--- config.mk ---
export PLATFORM = sky130hd
export DESIGN_NAME = gb5_col_cell
export DESIGN_NICKNAME = d
export VERILOG_FILES = /design/src/rtl/core/gb5_pkg.sv /design/src/rtl/core/gb5_col_cell.sv
export SDC_FILE = /design/constraint.sdc
export NUM_CORES = 1
export LEC_CHECK = 0
export BUFFER_PORTS_ARGS = -buffer_cell sky130_fd_sc_hd__buf_2
export CAP_MARGIN = 20
export CORE_ASPECT_RATIO = 0.6
export CORE_UTILIZATION = 39
export CTS_CLUSTER_DIAMETER = 200
export CTS_CLUSTER_SIZE = 12
export DETAILED_ROUTE_END_ITERATION = 16
export PLACE_DENSITY = 0.75
export SKIP_LAST_GASP = 1
export SYNTH_ARGS = -nofsm -noshare
export SYNTH_HDL_FRONTEND = slang
export SYNTH_SLANG_ARGS = --single-unit
export TNS_END_PERCENT = 100
--- constraint.sdc ---
create_clock -name i_clk -period 0.8 [get_ports i_clk]
set_input_delay 0.2 -clock i_clk [delete_from_list [all_inputs] [get_ports i_clk]]
set_output_delay 0.2 -clock i_clk [all_outputs]
set_load 0.05 [all_outputs]
--- src/rtl/core/gb5_pkg.sv ---
// shared types, constants and tap-sum functions of the 5x5 blur
// no dependencies
package gb5_pkg;

    localparam int MAX_WIDTH  = 1024;
    localparam int MAX_HEIGHT = 4096;
    localparam int COL_W      = $clog2(MAX_WIDTH);
    localparam int ROW_W      = $clog2(MAX_HEIGHT);
    localparam int WCFG_W     = 11;
    localparam int HCFG_W     = 13;
    localparam int CFG_DATA_W = 13;
    localparam int TAPS       = 5;
    localparam int LINES      = 4;
    localparam int LANE_W     = 2;
    localparam int PIX_W      = 8;
    localparam int VSUM_W     = 12;
    localparam int HSUM_W     = 16;

    typedef logic [PIX_W-1:0] t_pix;
    typedef t_pix [TAPS-1:0] t_col;
    typedef logic [TAPS-1:0][VSUM_W-1:0] t_vsums;

    typedef enum logic [0:0] {
        CFG_WIDTH  = 1'b0,
        CFG_HEIGHT = 1'b1
    } t_cfg_idx;

    typedef struct packed {
        logic eol;
        logic eof;
        logic lor;
    } t_mark;

    // weights 1,4,6,4,1 over one column
    function automatic logic [VSUM_W-1:0] vsum(t_col p);
        return VSUM_W'(p[0]) + VSUM_W'(p[4])
             + (VSUM_W'(p[1]) << 2) + (VSUM_W'(p[3]) << 2)
             + (VSUM_W'(p[2]) << 2) + (VSUM_W'(p[2]) << 1);
    endfunction

    // weights 1,4,6,4,1 over the column sums
    function automatic logic [HSUM_W-1:0] hsum(t_vsums v);
        return HSUM_W'(v[0]) + HSUM_W'(v[4])
             + (HSUM_W'(v[1]) << 2) + (HSUM_W'(v[3]) << 2)
             + (HSUM_W'(v[2]) << 2) + (HSUM_W'(v[2]) << 1);
    endfunction

endpackage

--- src/rtl/core/gb5_col_cell.sv ---
// one column of the 5x5 window, handed to the left neighbor on shift
// depends on gb5_pkg
module gb5_col_cell import gb5_pkg::*; (
    input  logic i_clk,
    input  logic i_rst_n,
    input  logic i_shift,
    input  t_col i_col,
    output t_col o_col
);

    t_col r_col;

    // column register
    always_ff @(posedge i_clk) begin
        if (!i_rst_n) begin
            r_col <= '0;
        end else if (i_shift) begin
            r_col <= i_col;
        end
    end

    assign o_col = r_col;

endmodule

Word level (Yosys, flattened, before mapping)
Index checks and enable logic that the tools add are counted.
{"block": "word_totals", "ff_bits": 40, "input_bits": 43, "out_inout_bits": 40}

Longest topological paths before layout
Gate-level depths: netlist of the first run.
{"block": "depth", "word_depth": 0, "mapped_depth": 4, "depth_no_buf": 2}

Worst setup path after synthesis of the first run
No wires, ideal clock.
{"block": "synth_timing", "path_kind": "reg2reg", "startpoint": "reg, netlist name o_col[0]", "endpoint": "reg r_col (netlist bit o_col[0])", "setup_time_ns": 0.066, "arrival_ns": 0.838, "path_slack_ns": -0.103, "stages_incl_launch_ff": 3, "n_path_buf": 0, "synth_period_minus_slack_ns": 0.903, "cell_sequence": "dfxtp_1 > mux2i_1 > nor2b_1"}
{"item": "end signal: assignment", "line": "gb5_col_cell.sv:18", "source": "r_col <= i_col;"}
{"item": "end: declaration", "line": "gb5_col_cell.sv:11", "source": "t_col r_col;"}

Worst setup path in the final report of the first run
{"block": "layout_timing", "startpoint": "reg r_col (netlist bit o_col[19])", "endpoint": "out o_col[19] (netlist bit)"}
{"item": "end: declaration", "line": "gb5_col_cell.sv:8", "source": "output t_col o_col"}
No word-level cell between the ends.

==> summary.txt, run 1 <==
Slowest Stage Delay on Critical Path = 0.36 ns
Worst-Margin Slew = 0.5565 ns
Critical Path RT = 0.60 ns
# fillers = 291
core area = 3744 um2
share of cells above drive strength 1 = 61.79%
failing checks = negative setup slack
num rows = 17
largest family of logic cells by synthesized area = multiplexers
Remaining DRCs = 0
Starting Density = 41.61%
worst setup margin = -0.1862 ns
syn_nets = 172
Worst Path Max Fanout = 2
clk_lat worst skew = 0.28 ns
crit-path cells = buf_8
post-CTS setup buffer count = 0
global-route wire length before repair = 5.451 mm
GRT overflow = 0
Die W = 83.59 um
Startpoint Class = register
Layout Cells excl Fill = 259
Synth Area in Simple Gates = 16.06%
XOR/XNOR Fraction of Synth Area = 0%
diode count = 0
Leak = 1.163 nW
Placed Cells incl. Taps = 251
Avg Synthesized Cell Area = 12.08 um2
most common cell after layout, fill and taps aside = buf_2
chip height = 50.96 um
fin crit share = 123.3%
Slew Limit Fails = 0
port buffer count = 82
WS Path Type = register to output port
P&R area growth vs syn = 58.31%
clock-pin slew on the worst setup and hold paths = 0.08 ns
Setup Viol. Count Final = 40
Rel. slew slack = 62.90%
CP bufs+invs = 1
RSZ-0062 raised after global routing = true
commonest non-fill, non-tap cells in the layout = buf_2 (42), mux2i_1 (40), nor2b_1 (40), dfxtp_2 (40), buf_8 (26)
routed len/inst = 13.04 um
status = complete, but fails checks
hold-fix buffer count after cts = 0
CTS sink count = 40
Total Routed Length = 3.378 mm
Synth cell types = 6
routability cong. = 0.6391
MaxCap Viol Count = 0
final period demand of the worst path = 0.9862 ns
compound-gate portion of the synthesized area = 0%
register bit total from synthesis = 40
clk root buf = clkbuf_8
cells on worst reg2reg path = 2
# IOs = 83
DR vias = 1,134
nets = 254
all-layer global routing usage = 16.59%
max FFs per register = 40
# H-tree levels = 2
routed vias/inst = 4.378
critical path's slowest cell = dfxtp_2
Final ANT Viol Nets = 0
initial antenna violation count = 0
Synth Instances = 129
Hold Slack = 0.1726 ns
Syn Std Cell Area = 1558 um2
worst IR drop on VDD = 1.441 mV
Seq/Total Area, Yosys = 51.41%
final-report hold violation count = 0
CTS tree = yes
Worst path depth = 1
Hold Path Depth = 3
Yosys warning count = 0
Hold WC Path Type = input pin to register
initial DRC count = 10
pre-CTS setup slack = -0.1627 ns
crit path DAT = 0.79 ns
Post-Synth Adder-Cell Area = 0%
Setup Skew = 0 ns
DRT Pass-1 Iters = 2
total CTS buffers = 5
nature of the critical path endpoint = output port
DIE AREA = 4259 um2
Pwr Density = 2017 nW/um2
largest net degree at the start of global routing = 41
Max Clock Freq = 1.014 GHz
Clock Tree Buf Depth = 2
post-DP HPWL = 2.149 mm
CP delay by family, top = flip-flops
multiplexer share of the synthesized area = 25.70%
post-cts resize count = 92
number of global-route vias before repair = 1,163
worst paths after layout:
| check | startpoint | endpoint | slack (ns) |
|---|---|---|---|
| worst max-delay path | o_col[19] | o_col[19] | -0.19 |
| worst min-delay path | i_col[32] | o_col[32] | 0.17 |
| worst max register to register | o_col[38] | o_col[38] | 0.13 |
| worst min register to register | o_col[34] | o_col[34] | 0.52 |
cell usage after synthesis, drive strengths merged:
cell type | number | area share [%]
nor2b | 40 | 16
dfxtp | 40 | 51
clkbuf | 4 | 0.96
mux2i | 40 | 26
buf | 5 | 5.9
area by class of cell:
type	instances	area, um2	share of cell area, %
sequential	40	850.8	34.50
timing repair buffer	84	798.3	32.37
multi-input combinational	80	650.6	26.38
clock buffer	6	72.57	2.943
tap	47	58.81	2.385
clock inverter	2	35.03	1.421
stage by stage:
step           setup TNS (ns)  total power, W  cell area [um2]  utilization [%]
2_1_floorplan               0        0.002953             1608                -
3_3_place_gp           -4.676        0.003170             2011            53.71
3_5_place_dp           -5.115        0.003179             2011            53.71
4_1_cts                -7.290        0.004967             2414            64.47
5_1_grt                -8.400        0.005207             2466            65.88
6_report               -6.924        0.004974             2466            65.88
logic make-up (layout without fill, tap and decap cells):
| logic type | count (synthesis) | count (layout) |
|---|---|---|
| buffers and inverters | 9 | 92 |
| flip-flops | 40 | 40 |
| AND/OR/NAND/NOR | 40 | 40 |
| multiplexers | 40 | 40 |
per-layer routing:
metal	GRT usage [%]	routed length, um	up-vias
li1	-	-	584
met1	21.16	1469	508
met2	27.37	1666	40
met3	5.977	234	2
met4	3.390	8	0
met5	0	0	-
report_power, final:
group          internal [W]  total, W  switching (W)
Clock              0.000926   0.00160       0.000671
Combinational      0.000514   0.00114       0.000628
Sequential          0.00214   0.00224      0.0000998
Note: power is estimated with default switching activity, not from simulation.
==> run 2, diff against run 1 <==
Settings changed: PLACE_DENSITY 0.75 to 0.73.
==> run 2 against run 1 <==
  * The flow still finishes with violations (negative setup slack)
  * Global-route usage fell by 0.57 points
  * Non-clock buffer count up 1
  * Sequential power hardly changed
  * Cell count grew 0.39%
  * Clock skew stayed put
  * Worst setup slack got worse by 0.0024 ns
  * Register-to-register slack about the same
  * Hold slack improved by 0.0040 ns
  * Final area is essentially flat
  * Sequential cell count is the same
  * Via count grew 0.79%
  * Critical path type unchanged
==> summary.txt, run 2 (same netlist as run 1, synthesis figures left out) <==
hold-fix buffer count after cts = 0
clock-pin slew on the worst setup and hold paths = 0.07 ns
Setup Skew = 0 ns
fin crit share = 123.6%
worst r2r src = o_col[3]
Setup Viol. Count Final = 40
hold path endpoint = o_col[23]
status = complete, but fails checks
RSZ-0062 raised after global routing = true
CP delay by family, top = flip-flops
post-CTS setup buffer count = 0
CP bufs+invs = 1
WS Path Type = register to output port
share of cells above drive strength 1 = 61.50%
nature of the critical path endpoint = output port
number of global-route vias before repair = 1,119
# IOs = 83
post-DP HPWL = 2.202 mm
port buffer count = 82
DR vias = 1,143
Placed Cells incl. Taps = 252
final period demand of the worst path = 0.9886 ns
Pwr Density = 1912 nW/um2
reg-to-reg critical path endpoint = o_col[3]
DIE AREA = 4259 um2
CTS sink count = 40
Hold Slack = 0.1766 ns
critical path's slowest cell = dfxtp_2
Die W = 83.59 um
cells on worst reg2reg path = 2
final-report hold violation count = 0
Hold Crit Start = i_col[23]
Final ANT Viol Nets = 0
nets = 255
commonest non-fill, non-tap cells in the layout = buf_2 (42), mux2i_1 (40), nor2b_1 (40), dfxtp_2 (40), buf_8 (29)
met1 Use GR = 21.96%
R2R setup slack = 0.12 ns
largest net degree at the start of global routing = 41
failing checks = negative setup slack
Slowest Stage Delay on Critical Path = 0.36 ns
MaxCap Viol Count = 0
CTS tree = yes
crit path DAT = 0.79 ns
routed vias/inst = 4.396
Startpoint Class = register
worst setup margin = -0.1886 ns
routability cong. = 0.6946
M2 GR Usage = 24.66%
# H-tree levels = 2
Layout Cells excl Fill = 260
Hold Path Depth = 3
GRT Max-Usage Layer = met2
worst IR drop on VDD = 1.041 mV
total power = 0.004718 W
Hold WC Path Type = input pin to register
max FFs per register = 40
post-cts resize count = 97
all-layer global routing usage = 16.02%
diode count = 0
clk_lat worst skew = 0.27 ns
chip height = 50.96 um
GRT overflow = 0
total CTS buffers = 5
Clock Tree Buf Depth = 2
DRT Pass-1 Iters = 4
# fillers = 301
core area = 3744 um2
Critical Path RT = 0.60 ns
Starting Density = 41.61%
Worst Path Max Fanout = 2
most common cell after layout, fill and taps aside = buf_2
clk root buf = clkbuf_8
met3 usage = 5.331%
final design utilization = 65.91%
Leak = 1.162 nW
num rows = 17
global-route wire length before repair = 5.271 mm
Remaining DRCs = 0
crit-path cells = buf_8
Worst-Margin Slew = 0.5279 ns
Slew Limit Fails = 0
Total Routed Length = 3.345 mm
P&R area growth vs syn = 58.39%
Rel. slew slack = 64.81%
routed len/inst = 12.87 um
initial antenna violation count = 0
initial DRC count = 12
Max Clock Freq = 1.012 GHz
==> run 2: cell types whose count changed in the layout (fill, tap and decap cells not counted) <==
cell,change
buf_4,+1
buf_6,-3
buf_8,+3
bufinv_16,-1
clkbuf_1,+1
clkbuf_8,+1
clkinv_2,-1
==> run 2: per-stage QoR <==
step,instance area (um2),setup TNS [ns],setup WS (ns)
2_1_floorplan,1608,0,0.009893
3_3_place_gp,2018,-4.739,-0.1500
3_5_place_dp,2018,-5.082,-0.1817
4_1_cts,2422,-7.082,-0.1859
5_1_grt,2467,-8.155,-0.2253
6_report,2467,-6.771,-0.1886
==> run 2: power breakdown <==
group	internal (W)	switching [W]
Sequential	0.00214	0.000102
Combinational	0.000524	0.000631
Clock	0.000703	0.000622
Total	0.00336	0.00136
==> run 2: area by class of cell <==
cell class	instances	area [um2]	area share, %
Timing Repair Buffer	85	817.0	33.11
Sequential cell	40	850.8	34.48
Multi-Input combinational cell	80	650.6	26.37
Tap cell	47	58.81	2.383
Clock buffer	8	90.09	3.651
==> run 2: worst register-to-register path, stage by stage (launching register included) <==
cell and delay, ns:
dfxtp_2 0.33, mux2i_1 0.15, nor2b_1 0.08
==> run 2: routing by layer <==
metal | share of wire, % | vias to the layer above
met1 | 48 | 517
met2 | 46 | 37
met5 | 0 | -
met4 | 0 | 0
li1 | - | 589
met3 | 5.7 | 0
==> run 2: worst max path at each step <==
| stage | slack, ns | from | cells after the start | to |
|---|---|---|---|---|
| floorplan | 0.01 | i_shift | 4 | o_col[0] |
| global placement | -0.15 | i_shift | 4 | o_col[39] |
| detailed placement | -0.18 | i_shift | 4 | o_col[8] |
| CTS | -0.19 | o_col[10] | 1 | o_col[10] |
| global route | -0.23 | o_col[17] | 1 | o_col[17] |
| finish | -0.19 | o_col[17] | 1 | o_col[17] |
==> run 3, diff against run 2 <==
Settings changed: PLACE_DENSITY 0.73 to not set, PLACE_DENSITY_LB_ADDON set to 0.2.
==> run 3 against run 2 <==
  * The run still ends with negative setup slack left
  * Cell count is 0.38% higher
  * Fmax about the same
  * Global-route usage increased by 1.3 points
  * Sequential cell count did not move
  * Register-to-register slack worse by 0.07 ns
  * Clock skew unchanged
  * Final area up 0.76%
  * Critical endpoint is now o_col[19]
==> summary.txt, run 3 (same netlist as run 1, synthesis figures left out) <==
fin crit share = 123.7%
Layout Cells excl Fill = 261
final period demand of the worst path = 0.9896 ns
nets = 257
status = complete, but fails checks
Worst-Margin Slew = 0.5451 ns
routability cong. = 0.7482
Leak = 1.174 nW
Die W = 83.59 um
Total Routed Length = 3.563 mm
clk root buf = clkbuf_8
CTS sink count = 40
P&R area growth vs syn = 59.60%
largest net degree at the start of global routing = 41
Worst path depth = 1
diode count = 0
crit path DAT = 0.79 ns
Startpoint Class = register
commonest non-fill, non-tap cells in the layout = buf_2 (42), mux2i_1 (40), nor2b_1 (40), dfxtp_2 (40), buf_8 (29)
chip height = 50.96 um
number of global-route vias before repair = 1,200
failing checks = negative setup slack
max FFs per register = 40
Worst Path Max Fanout = 2
DIE AREA = 4259 um2
crit-path cells = buf_8
core area = 3744 um2
Remaining DRCs = 0
post-DP HPWL = 2.437 mm
worst r2r src = o_col[4]
global-route wire length before repair = 5.589 mm
clock-pin slew on the worst setup and hold paths = 0.07 ns
nature of the critical path endpoint = output port
CP bufs+invs = 1
worst IR drop on VDD = 1.203 mV
most common cell after layout, fill and taps aside = buf_2
reg-to-reg critical path endpoint = o_col[4]
Max Clock Freq = 1.011 GHz
Setup Viol. Count Final = 40
Slew Limit Fails = 0
initial antenna violation count = 0
final design utilization = 66.41%
Pwr Density = 1865 nW/um2
num rows = 17
worst setup margin = -0.1896 ns
port buffer count = 82
CP delay by family, top = flip-flops
total CTS buffers = 5
# H-tree levels = 2
Clock Tree Buf Depth = 2
RSZ-0062 raised after global routing = true
DRT Pass-1 Iters = 4
# IOs = 83
final-report hold violation count = 0
share of cells above drive strength 1 = 62.15%
DR vias = 1,144
hold path endpoint = o_col[19]
Final ANT Viol Nets = 0
cells on worst reg2reg path = 3
Placed Cells incl. Taps = 252
Hold Path Depth = 3
GRT overflow = 0
Setup Skew = 0 ns
all-layer global routing usage = 17.34%
routed vias/inst = 4.383
WS Path Type = register to output port
Rel. slew slack = 63.66%
routed len/inst = 13.65 um
Hold Crit Start = i_col[19]
Critical Path RT = 0.60 ns
Slowest Stage Delay on Critical Path = 0.36 ns
critical path's slowest cell = dfxtp_2
Hold WC Path Type = input pin to register
Starting Density = 41.61%
clk_lat worst skew = 0.28 ns
CTS tree = yes
MaxCap Viol Count = 0
initial DRC count = 13
R2R setup slack = 0.05 ns
setup TNS = -6.948 ns
-- run 3: final cells by class --
class	instances	area [um2]
clock buffer	6	72.57
clock inverter	1	5.005
fill	282	1257
multi-input combinational	80	650.6
sequential	40	850.8
tap	47	58.81
timing repair buffer	87	848.3
-- run 3: worst max-delay path by stage --
stage                   start         to  slack [ns]
floorplan             i_shift   o_col[0]        0.01
global placement      i_shift   o_col[6]       -0.14
detailed placement    i_shift  o_col[11]       -0.23
CTS                 o_col[12]  o_col[12]       -0.20
global route        o_col[33]  o_col[33]       -0.23
finish              o_col[19]  o_col[19]       -0.19
-- run 3: metal layers --
layer | GRT usage [%] | share of wire [%]
met1 | 19.32 | 42
met2 | 31.30 | 52
met3 | 6.624 | 5.8
met4 | 5.085 | 0.20
met5 | 0 | 0
-- run 3: repair_timing --
action / 4_1_cts / 5_1_grt
endpoints found under the setup margin: 40 / 41
cloned: 0 / 0
hold endpoints to repair: 0 / 0
pin swaps: 0 / 0
hold buffers: 0 / 0
buffers inserted: 2 / 0
gates resized for setup: 96 / 14
-- run 3: stage by stage --
stage	power (W)	cell area (um2)	hold slack (ns)	worst slack [ns]
after floorplan	0.002953	1608	0.3693	0.009893
after global placement	0.003175	2031	0.4570	-0.1393
after detailed placement	0.003199	2031	0.4628	-0.2338
after CTS	0.004647	2434	0.1684	-0.1988
after global routing	0.004850	2486	0.1676	-0.2301
final	0.004636	2486	0.1728	-0.1896
-- run 3: where the power goes --
| part | leakage [nW] | switching [W] | internal [W] | total, W |
|---|---|---|---|---|
| clock network | 0.0410 | 0.000624 | 0.000592 | 0.00122 |
| registers | 0.344 | 0.000104 | 0.00214 | 0.00224 |
| logic | 0.788 | 0.000641 | 0.000538 | 0.00118 |
